<file path="config.mk">
export PLATFORM = sky130hd
export DESIGN_NAME = eye_scan_sweep_sequencer
export DESIGN_NICKNAME = d
export VERILOG_FILES = /design/src/rtl/ess_pkg.sv /design/src/rtl/ess_cfg_regs.sv /design/src/rtl/ess_in_reg.sv /design/src/rtl/ess_engine.sv /design/src/rtl/eye_scan_sweep_sequencer.sv
export SDC_FILE = /design/constraint.sdc
export NUM_CORES = 1
export LEC_CHECK = 0
export ABC_AREA = 1
export BUFFER_PORTS_ARGS = -buffer_cell sky130_fd_sc_hd__clkbuf_2
export CAP_MARGIN = 5
export CORE_MARGIN = 2
export CORE_UTILIZATION = 45
export DETAILED_ROUTE_END_ITERATION = 10
export PLACE_DENSITY_LB_ADDON = 0.12
export SLEW_MARGIN = 40
export SYNTH_ARGS = -nofsm -noshare
export SYNTH_HDL_FRONTEND = slang
export SYNTH_SLANG_ARGS = --single-unit
</file>
<file path="constraint.sdc">
create_clock -name clk -period 11.1 [get_ports clk]
set_input_delay 1.11 -clock clk [delete_from_list [all_inputs] [get_ports clk]]
set_output_delay 1.11 -clock clk [all_outputs]
set_load 0.01 [all_outputs]
</file>
<file path="src/rtl/ess_pkg.sv">
// Package for the eye scan sweep sequencer.
// Holds item and result types, codes, constants and the plot character table.
// No dependencies.
package ess_pkg;

  localparam int unsigned H_STEPS_DEF = 32;
  localparam int unsigned V_RANGE_DEF = 128;
  localparam int unsigned V_STEPS_DEF = 16;

  localparam int unsigned IN_TDATA_W  = 56;
  localparam int unsigned OUT_TDATA_W = 56;
  localparam int unsigned CFG_DATA_W  = 32;

  localparam logic [16:0] FULL_SCALE  = 17'd131070;
  localparam logic [31:0] TIMEOUT_RST = 32'd20000000;
  localparam logic [3:0]  STATUS_OK   = 4'd5;
  localparam logic [6:0]  VMAG_CAP    = 7'd127;

  localparam logic [1:0] KIND_START  = 2'd0;
  localparam logic [1:0] KIND_POLL   = 2'd1;
  localparam logic [1:0] KIND_CANCEL = 2'd2;
  localparam logic [1:0] KIND_RSVD   = 2'd3;

  localparam logic [1:0] FMT_ART   = 2'd0;
  localparam logic [1:0] FMT_NUM   = 2'd1;
  localparam logic [1:0] FMT_RAW   = 2'd2;
  localparam logic [1:0] FMT_SPARE = 2'd3;

  localparam logic CFG_PLOT_FORMAT = 1'b0;
  localparam logic CFG_TIMEOUT     = 1'b1;

  localparam logic [6:0] CH_SPACE = 7'h20;
  localparam logic [6:0] CH_PLUS  = 7'h2B;
  localparam logic [6:0] CH_AT    = 7'h40;
  localparam logic [6:0] CH_ZERO  = 7'h30;
  localparam logic [6:0] CH_A     = 7'h41;

  typedef struct packed {
    logic [1:0]  kind;
    logic [2:0]  rate_div;
    logic [3:0]  scan_status;
    logic [15:0] error_count;
    logic [31:0] now_us;
  } item_t;

  typedef struct packed {
    logic [1:0]  plot_format;
    logic [31:0] timeout_us;
  } cfg_t;

  typedef struct packed {
    logic        active;
    logic        start_acq;
    logic [8:0]  vert_code;
    logic [11:0] horz_code;
    logic        stop_run;
    logic        cell_valid;
    logic [16:0] cell_count;
    logic [6:0]  cell_char;
    logic        row_end;
    logic        scan_done;
    logic        scan_failed;
  } res_t;

  // Floor of log2 for a nonzero count.
  function automatic logic [4:0] log2_floor(input logic [16:0] v);
    logic [4:0] lg;
    lg = 5'd0;
    for (int i = 1; i < 17; i++) begin
      if (v[i]) lg = 5'(i);
    end
    return lg;
  endfunction

  // Art shade for a log2 value, from the shade ramp " .:-=?*#%@".
  function automatic logic [6:0] art_char(input logic [4:0] lg);
    logic [6:0] c;
    case (lg)
      5'd0, 5'd1, 5'd2:  c = 7'h2E; // '.'
      5'd3, 5'd4:        c = 7'h3A; // ':'
      5'd5, 5'd6:        c = 7'h2D; // '-'
      5'd7, 5'd8:        c = 7'h3D; // '='
      5'd9, 5'd10, 5'd11: c = 7'h3F; // '?'
      5'd12, 5'd13:      c = 7'h2A; // '*'
      5'd14, 5'd15:      c = 7'h23; // '#'
      default:           c = 7'h25; // '%'
    endcase
    return c;
  endfunction

  function automatic logic [6:0] shade_of(input logic [16:0] count, input logic [1:0] fmt);
    logic [4:0] lg;
    logic [6:0] c;
    lg = log2_floor(count);
    if (count == 17'd0) begin
      c = CH_SPACE;
    end else if (count >= FULL_SCALE) begin
      c = CH_AT;
    end else if (fmt == FMT_NUM) begin
      c = (lg <= 5'd9) ? 7'(CH_ZERO + 7'(lg)) : 7'(CH_A + 7'(lg) - 7'd10);
    end else begin
      c = art_char(lg);
    end
    return c;
  endfunction

endpackage

</file>
<file path="src/rtl/ess_cfg_regs.sv">
// Configuration registers of the eye scan sweep sequencer.
// Depends on ess_pkg.
module ess_cfg_regs (
  input  logic                           clk,
  input  logic                           rst_n,
  input  logic                           cfg_we,
  input  logic                           cfg_addr,
  input  logic [ess_pkg::CFG_DATA_W-1:0] cfg_wdata,
  output ess_pkg::cfg_t                  cfg
);
  import ess_pkg::*;

  logic [1:0]  plot_format_r;
  logic [31:0] timeout_us_r;

  always_ff @(posedge clk) begin
    if (!rst_n) begin
      plot_format_r <= FMT_ART;
      timeout_us_r  <= TIMEOUT_RST;
    end else if (cfg_we) begin
      case (cfg_addr)
        CFG_PLOT_FORMAT: plot_format_r <= cfg_wdata[1:0];
        CFG_TIMEOUT:     timeout_us_r  <= cfg_wdata[31:0];
        default:         ;
      endcase
    end
  end

  assign cfg.plot_format = plot_format_r;
  assign cfg.timeout_us  = timeout_us_r;

endmodule

</file>
<file path="src/rtl/ess_in_reg.sv">
// Input register stage: captures and unpacks one item.
// Depends on ess_pkg.
module ess_in_reg (
  input  logic                           clk,
  input  logic                           rst_n,
  input  logic                           in_tvalid,
  output logic                           in_tready,
  input  logic [ess_pkg::IN_TDATA_W-1:0] in_tdata,
  input  logic [1:0]                     in_tuser,
  input  logic                           take,
  output logic                           item_valid,
  output ess_pkg::item_t                 item
);
  import ess_pkg::*;

  logic  valid_r;
  item_t item_r;

  assign in_tready = !valid_r || take;

  always_ff @(posedge clk) begin
    if (!rst_n) begin
      valid_r <= 1'b0;
    end else if (in_tready) begin
      valid_r <= in_tvalid;
    end
  end

  always_ff @(posedge clk) begin
    if (in_tvalid && in_tready) begin
      item_r.kind        <= in_tuser;
      item_r.rate_div    <= in_tdata[2:0];
      item_r.scan_status <= in_tdata[6:3];
      item_r.error_count <= in_tdata[22:7];
      item_r.now_us      <= in_tdata[54:23];
    end
  end

  assign item_valid = valid_r;
  assign item       = item_r;

endmodule

</file>
<file path="src/rtl/ess_engine.sv">
// Scan state and the combinational update that turns one item into one result.
// Depends on ess_pkg.
module ess_engine #(
  parameter int unsigned H_STEPS = ess_pkg::H_STEPS_DEF,
  parameter int unsigned V_RANGE = ess_pkg::V_RANGE_DEF,
  parameter int unsigned V_STEPS = ess_pkg::V_STEPS_DEF
) (
  input  logic           clk,
  input  logic           rst_n,
  input  logic           fire,
  input  ess_pkg::item_t item,
  input  ess_pkg::cfg_t  cfg,
  output ess_pkg::res_t  res
);
  import ess_pkg::*;

  localparam logic signed [8:0] V_HI     = 9'(V_RANGE);
  localparam logic signed [8:0] V_LO     = 9'(-int'(V_RANGE));
  localparam logic signed [8:0] V_STRIDE = 9'(V_RANGE / V_STEPS);

  localparam logic [12:0] STRIDE_RAW [8] = '{
    13'((32 << 0) / H_STEPS), 13'((32 << 1) / H_STEPS),
    13'((32 << 2) / H_STEPS), 13'((32 << 3) / H_STEPS),
    13'((32 << 4) / H_STEPS), 13'((32 << 5) / H_STEPS),
    13'((32 << 6) / H_STEPS), 13'((32 << 7) / H_STEPS)
  };

  logic               running_r,   running_nxt;
  logic               acquiring_r, acquiring_nxt;
  logic               ut_phase_r,  ut_phase_nxt;
  logic [2:0]         div_shift_r, div_shift_nxt;
  logic signed [13:0] horiz_r,     horiz_nxt;
  logic signed [8:0]  vert_r,      vert_nxt;
  logic [16:0]        err_sum_r,   err_sum_nxt;
  logic [31:0]        acq_t0_r,    acq_t0_nxt;

  logic signed [13:0] h_range;
  logic signed [13:0] h_stride;
  logic signed [13:0] horiz_step;
  logic [31:0]        elapsed;
  logic [16:0]        sum_now;
  logic [8:0]         vabs;
  logic [6:0]         vmag;
  logic               vneg;

  always_comb begin
    h_range    = {1'b0, 13'(13'd32 << div_shift_r)};
    h_stride   = (STRIDE_RAW[div_shift_r] == 13'd0) ? 14'sd1 : {1'b0, STRIDE_RAW[div_shift_r]};
    horiz_step = horiz_r + h_stride;
    elapsed    = item.now_us - acq_t0_r;
    sum_now    = err_sum_r + 17'(item.error_count);
    vneg       = vert_r < 9'sd0;
    vabs       = vneg ? 9'(-vert_r) : 9'(vert_r);
    vmag       = (vabs > 9'(VMAG_CAP)) ? VMAG_CAP : vabs[6:0];
  end

  always_comb begin
    running_nxt   = running_r;
    acquiring_nxt = acquiring_r;
    ut_phase_nxt  = ut_phase_r;
    div_shift_nxt = div_shift_r;
    horiz_nxt     = horiz_r;
    vert_nxt      = vert_r;
    err_sum_nxt   = err_sum_r;
    acq_t0_nxt    = acq_t0_r;
    res           = '0;

    if (item.kind == KIND_START && !running_r) begin
      div_shift_nxt = item.rate_div;
      horiz_nxt     = -{1'b0, 13'(13'd32 << item.rate_div)};
      vert_nxt      = V_HI;
      ut_phase_nxt  = 1'b0;
      err_sum_nxt   = 17'd0;
      acquiring_nxt = 1'b0;
      running_nxt   = 1'b1;
    end else if (item.kind == KIND_RSVD || !running_r) begin
      running_nxt = running_r;
    end else if (item.kind == KIND_CANCEL) begin
      res.stop_run = 1'b1;
      running_nxt  = 1'b0;
    end else if (acquiring_r) begin
      if (item.scan_status[0] || elapsed > cfg.timeout_us) begin
        res.stop_run  = 1'b1;
        acquiring_nxt = 1'b0;
        if (item.scan_status == STATUS_OK) begin
          err_sum_nxt  = sum_now;
          ut_phase_nxt = !ut_phase_r;
          if (ut_phase_r) begin
            res.cell_valid = 1'b1;
            res.cell_count = sum_now;
            if (cfg.plot_format == FMT_RAW) begin
              res.cell_char = 7'd0;
            end else if (sum_now == 17'd0 && horiz_r == 14'sd0 && vert_r == 9'sd0) begin
              res.cell_char = CH_PLUS;
            end else begin
              res.cell_char = shade_of(sum_now, cfg.plot_format);
            end
            err_sum_nxt = 17'd0;
            horiz_nxt   = horiz_step;
            if (horiz_step > h_range) begin
              res.row_end = 1'b1;
              horiz_nxt   = -h_range;
              vert_nxt    = vert_r - V_STRIDE;
            end
          end
        end else begin
          res.scan_failed = 1'b1;
          running_nxt     = 1'b0;
        end
      end
    end else if (vert_r < V_LO) begin
      res.scan_done = 1'b1;
      running_nxt   = 1'b0;
    end else begin
      res.vert_code = {ut_phase_r, vneg, vmag};
      res.horz_code = horiz_r[11:0];
      res.start_acq = 1'b1;
      acq_t0_nxt    = item.now_us;
      acquiring_nxt = 1'b1;
    end

    res.active = running_nxt;
  end

  always_ff @(posedge clk) begin
    if (!rst_n) begin
      running_r   <= 1'b0;
      acquiring_r <= 1'b0;
      ut_phase_r  <= 1'b0;
      div_shift_r <= 3'd0;
      horiz_r     <= 14'sd0;
      vert_r      <= 9'sd0;
      err_sum_r   <= 17'd0;
      acq_t0_r    <= 32'd0;
    end else if (fire) begin
      running_r   <= running_nxt;
      acquiring_r <= acquiring_nxt;
      ut_phase_r  <= ut_phase_nxt;
      div_shift_r <= div_shift_nxt;
      horiz_r     <= horiz_nxt;
      vert_r      <= vert_nxt;
      err_sum_r   <= err_sum_nxt;
      acq_t0_r    <= acq_t0_nxt;
    end
  end

endmodule

</file>
<file path="src/rtl/eye_scan_sweep_sequencer.sv">
// Top level of the eye scan sweep sequencer.
// Depends on ess_pkg, ess_cfg_regs, ess_in_reg and ess_engine.
//
// Usage: each input item is a start, poll or cancel event (in_tuser holds the
// kind). Every accepted item gives exactly one result item on the out_ side,
// which says whether to launch an acquisition (with its offset codes) or stop
// the engine, and reports finished eye cells, the end of a row (out_tlast),
// normal completion or failure.
// Each accepted item passes one input register and one result register
// with the scan state updated in between, so out_tvalid is registered.
// Throughput is one item per cycle while the receiver keeps out_tready high;
// the state update is a single pass of short logic, so items need no gap.
// A stalled receiver holds the result register; the input register keeps
// accepting until it is full, after which in_tready drops until the result
// is taken. Reset clears the scan state and both valid flags and loads the
// register defaults (art plot format, timeout 20000000 us). Configuration
// writes on cfg_we/cfg_addr/cfg_wdata take effect at the next edge.
module eye_scan_sweep_sequencer #(
  parameter int unsigned H_STEPS = ess_pkg::H_STEPS_DEF,
  parameter int unsigned V_RANGE = ess_pkg::V_RANGE_DEF,
  parameter int unsigned V_STEPS = ess_pkg::V_STEPS_DEF
) (
  input  logic                            clk,
  input  logic                            rst_n,
  input  logic                            in_tvalid,
  output logic                            in_tready,
  // rate_div[2:0], scan_status[6:3], error_count[22:7], now_us[54:23], zero[55]
  input  logic [ess_pkg::IN_TDATA_W-1:0]  in_tdata,
  // kind[1:0]
  input  logic [1:0]                      in_tuser,
  output logic                            out_tvalid,
  input  logic                            out_tready,
  // active[0], start_acq[1], vert_code[10:2], horz_code[22:11], stop_run[23],
  // cell_valid[24], cell_count[41:25], cell_char[48:42], scan_done[49],
  // scan_failed[50], zero[55:51]
  output logic [ess_pkg::OUT_TDATA_W-1:0] out_tdata,
  // row_end
  output logic                            out_tlast,
  input  logic                            cfg_we,
  input  logic                            cfg_addr,
  input  logic [ess_pkg::CFG_DATA_W-1:0]  cfg_wdata
);
  import ess_pkg::*;

  cfg_t  cfg;
  item_t item;
  res_t  res;
  res_t  res_r;
  logic  item_valid;
  logic  out_valid_r;
  logic  fire;

  assign fire = item_valid && (!out_valid_r || out_tready);

  ess_cfg_regs u_cfg (
    .clk       (clk),
    .rst_n     (rst_n),
    .cfg_we    (cfg_we),
    .cfg_addr  (cfg_addr),
    .cfg_wdata (cfg_wdata),
    .cfg       (cfg)
  );

  ess_in_reg u_in (
    .clk        (clk),
    .rst_n      (rst_n),
    .in_tvalid  (in_tvalid),
    .in_tready  (in_tready),
    .in_tdata   (in_tdata),
    .in_tuser   (in_tuser),
    .take       (fire),
    .item_valid (item_valid),
    .item       (item)
  );

  ess_engine #(
    .H_STEPS (H_STEPS),
    .V_RANGE (V_RANGE),
    .V_STEPS (V_STEPS)
  ) u_engine (
    .clk   (clk),
    .rst_n (rst_n),
    .fire  (fire),
    .item  (item),
    .cfg   (cfg),
    .res   (res)
  );

  always_ff @(posedge clk) begin
    if (!rst_n) begin
      out_valid_r <= 1'b0;
    end else if (fire) begin
      out_valid_r <= 1'b1;
    end else if (out_tready) begin
      out_valid_r <= 1'b0;
    end
  end

  always_ff @(posedge clk) begin
    if (fire) begin
      res_r <= res;
    end
  end

  assign out_tvalid = out_valid_r;
  assign out_tlast  = res_r.row_end;
  assign out_tdata  = {5'd0, res_r.scan_failed, res_r.scan_done, res_r.cell_char,
                       res_r.cell_count, res_r.cell_valid, res_r.stop_run,
                       res_r.horz_code, res_r.vert_code, res_r.start_acq,
                       res_r.active};

endmodule
</file>
==> flow_summary.ini <==
[setup_path]
timing.reg2reg.setup_slack_ns = 6.27
crit_type = flop to flop
critical-path-top-delay-family = compound AO/OA/AOI/OAI gates
max_stage_delay_ns = 0.40
critPathBufInv = 4
worstReg2RegStart = u_in.item[0]$_DFFE_PP_
worst_ep_arrival_time_ns = 5.25
r2r-end = u_engine.running_r$_SDFFE_PN0P_
timing.critical_path.to = u_engine.running_r$_SDFFE_PN0P_
critPathCaptureType = flop
timing.critical_path.fanout_max = 3
worstSetupPathDepth = 29
worstPathRequired_ns = 11.52
worst_path_most_repeated_cell = sky130_fd_sc_hd__nand2_1
critPathLaunchType = flop
timing.critical_path.slowest_stage_cell = sky130_fd_sc_hd__fa_1
worst_r2r_path_depth = 29
timing.critical_path.from = u_in.item[0]$_DFFE_PP_

[placed_design]
dp_hpwl_mm = 22.8
dp.cells = 1988
place.gp.congestion = 0.866
port_buffers = 148

[clock_network]
cts.reportedPaths.clkPinSlew_ns = 0.06
tritoncts = done
cts.htree.levels = 1
cts.sinks = 219
clockRootBuffer = sky130_fd_sc_hd__clkbuf_16
postCtsHoldBufs = 0
cts_made_buffers = 25
cts_resized = 0
clock_latency_ns = 0.53
cts.path.max_buffers = 3
cts_post_setup_buffers_inserted = 0

[logic_synthesis]
synth_fa_ha_area_share_pct = 10.8
synth_edf_count = 108
synth.cell_area_sq_um = 12500
post_synth_mux_area_share_pct = 0
synth_warnings = 0
postSynth.topFlopCell = sky130_fd_sc_hd__dfxtp_1
syn_avg_cell_area_sq_um = 8.37
synth.distinct_cells = 51
synth_largest_type_area_fraction_pct = 25.9
yosys-top-cells-count = sky130_fd_sc_hd__nand2_1 (239), sky130_fd_sc_hd__inv_1 (208), sky130_fd_sc_hd__a21oi_1 (175), sky130_fd_sc_hd__o21ai_0 (116), sky130_fd_sc_hd__dfxtp_1 (111)
post-synth-top-area-cell = sky130_fd_sc_hd__edfxtp_1
synth_top_family_by_area = simple AND/OR/NAND/NOR gates
ys_async_sr_fraction_pct = 0
synth-compound-area-share_pct = 15.6
synthXorXnorAreaFrac_pct = 3.56
post_synth_main_area_contributors = sky130_fd_sc_hd__edfxtp_1 (26%), sky130_fd_sc_hd__dfxtp_1 (18%), sky130_fd_sc_hd__ha_1 (10%), sky130_fd_sc_hd__nand2_1 (7.2%), sky130_fd_sc_hd__a21oi_1 (7.0%)
postSynthRegisterBits = 219
synth_sequential_area_ratio_pct = 43.7
cell_with_the_most_instances_after_synthesis = sky130_fd_sc_hd__nand2_1
synthesis.instances = 1494
yosys.area_share.simple_pct = 18.2

[die]
core_area_sq_um = 27600
row_count = 61
initial_utilization_pct = 45.4
design.die.area_sq_um = 29100
die_x_um = 171
top_level_port_count = 155
die-height_um = 171

[outcome]
run_status = finished clean

[detailed_routing]
drt_wl_total_mm = 30.2
drt_drc_violations_left = 0
wl_met1_mm = 14.2
top_metal_used = met4
final_antenna_net_count = 0
first_iter_violations = 549
drt-pass1-iter-count = 7
detailroute.via_count = 10375
vias_per_cell = 5.10
dr_wl_met2_mm = 13.7
met3_length_mm = 1.27
wire_per_inst_um = 14.8

[sta]
timing.max_slew.rel_slack_pct = 49.7
fin_tns_setup_ns = 0
clock.fmax_mhz = 207
finClkSkew_ns = 0.00805
setup_viol = 0
hold_violations = 0
drv_slew = 0
timing.final.crit_period_ns = 4.83
rsz_0062_raised_after_global_routing = false
tightest_slew_ns = 0.755
min_period_over_period_pct = 43.5

[flow_run]
max_cap_violations = 0

[global_routing]
grt.overflow.total = 0
antenna_found_initial = 0
grt_max_degree = 81
aggregate_global_route_resource_usage_pct = 20.9
first_global_vias = 9936
wire_length_of_the_first_global_routing_pass_mm = 48.8

[final_layout]
insertedDiodeCount = 0
share_of_cells_above_drive_strength_1_pct = 15.6
area_growth_syn_to_layout_pct = 15.4
nets = 1839
final_cell_count_no_fill = 2033

[hold_path]
min-delay-path-class = flop to flop

[power]
power-per-cell-area_nw_per_um2 = 139
leakage_nw = 6.29
worst_vdd_ir_uv = 110
[report_power, final]
part | total (W) | internal [W] | switching (W)
Clock | 0.000835 | 0.000505 | 0.000330
Combinational | 0.000267 | 0.0000987 | 0.000168
Sequential | 0.000896 | 0.000882 | 0.0000144
Total | 0.00200 | 0.00149 | 0.000513
[per-layer routing]
metal	global-route usage [%]	vias up
li1	-	5318
met2	34.6	222
met5	0	-
met4	6.69	0
met3	2.54	55
met1	28.4	4780
[layout make-up]
type                            instances  area (sq um)
Clock buffer                           28           637
Clock inverter                         17           191
Fill cell                            2655         13100
Inverter                              221           830
Multi-Input combinational cell       1016          6040
Sequential cell                       219          5470
Tap cell                              378           473
Timing Repair Buffer                  154           790
[sequential cells by signal, summed over array words and instances (netlist names), 2 cells and up]
name                  flops
u_engine.acq_t0_r        32
u_engine.div_shift_r      3
u_engine.vert_r           6
u_engine.err_sum_r       17
u_in.item                57
u_cfg.timeout_us_r       32
u_cfg.plot_format_r       2
out_tdata                50
u_engine.horiz_r         14
[layout by cell type, fill, tap and decap left out, types with 4 or more instances in the layout]
cell type                   count
sky130_fd_sc_hd__nor3_1        26
sky130_fd_sc_hd__nor4_1         5
sky130_fd_sc_hd__xnor2_1       11
sky130_fd_sc_hd__nand4_1       26
sky130_fd_sc_hd__o21bai_1       6
sky130_fd_sc_hd__ha_1         103
sky130_fd_sc_hd__o211ai_1      14
sky130_fd_sc_hd__o2111ai_1      6
sky130_fd_sc_hd__a21oi_1      175
sky130_fd_sc_hd__o21ai_1        6
sky130_fd_sc_hd__clkbuf_16     25
sky130_fd_sc_hd__bufinv_16      4
sky130_fd_sc_hd__conb_1         5
sky130_fd_sc_hd__nand3_2        9
sky130_fd_sc_hd__dfxtp_1      111
sky130_fd_sc_hd__inv_2         11
sky130_fd_sc_hd__nand2_4        7
sky130_fd_sc_hd__clkinv_2       7
sky130_fd_sc_hd__buf_4          5
sky130_fd_sc_hd__o221ai_1       4
sky130_fd_sc_hd__o21ai_0      116
sky130_fd_sc_hd__nor2_1       106
sky130_fd_sc_hd__nand3_1       48
sky130_fd_sc_hd__a21oi_2        4
sky130_fd_sc_hd__nand2_1      238
sky130_fd_sc_hd__edfxtp_1     108
sky130_fd_sc_hd__nand2_2       16
sky130_fd_sc_hd__clkbuf_2     148
sky130_fd_sc_hd__a31oi_1        5
sky130_fd_sc_hd__nor2_2         8
sky130_fd_sc_hd__xor2_1        38
sky130_fd_sc_hd__clkinv_1       7
sky130_fd_sc_hd__inv_1        206
[per-stage QoR]
stage	instance area [sq um]	total power [W]	setup slack (ns)	hold slack, ns	util (%)
3_5_place_dp	13600	0.00118	6.30	0.438	49.3
5_1_grt	14400	0.00209	5.78	0.474	52.3
2_1_floorplan	12500	0.00110	7.27	0.422	-
4_1_cts	14400	0.00202	6.24	0.446	52.3
6_report	14400	0.00200	6.27	0.448	52.3
3_3_place_gp	13600	0.00117	6.45	0.435	49.3
[worst min path at each step]
stage | startpoint | endpoint | slack, ns | depth (start not counted)
after CTS | u_engine.vert_r[3]$_SDFFE_PN0P_ | u_engine.vert_r[3]$_SDFFE_PN0P_ | 0.45 | 1
after detailed placement | u_engine.vert_r[3]$_SDFFE_PN0P_ | u_engine.vert_r[3]$_SDFFE_PN0P_ | 0.44 | 1
after global routing | u_engine.acq_t0_r[19]$_SDFFE_PN0P_ | u_engine.acq_t0_r[19]$_SDFFE_PN0P_ | 0.47 | 2
final | u_engine.vert_r[3]$_SDFFE_PN0P_ | u_engine.vert_r[3]$_SDFFE_PN0P_ | 0.45 | 1
after global placement | u_engine.vert_r[3]$_SDFFE_PN0P_ | u_engine.vert_r[3]$_SDFFE_PN0P_ | 0.43 | 1
after floorplan | u_engine.vert_r[3]$_SDFFE_PN0P_ | u_engine.vert_r[3]$_SDFFE_PN0P_ | 0.42 | 1
[cell families after synthesis]
logic type / count (synthesis)
xor gates and xnor gates: 50
buffers and inverters: 263
other: 1
DFF: 219
adders and majority gates: 106
AOI/OAI and AO/OA: 356
and+or+nand+nor: 499
Note: power is estimated with default switching activity, not from simulation.
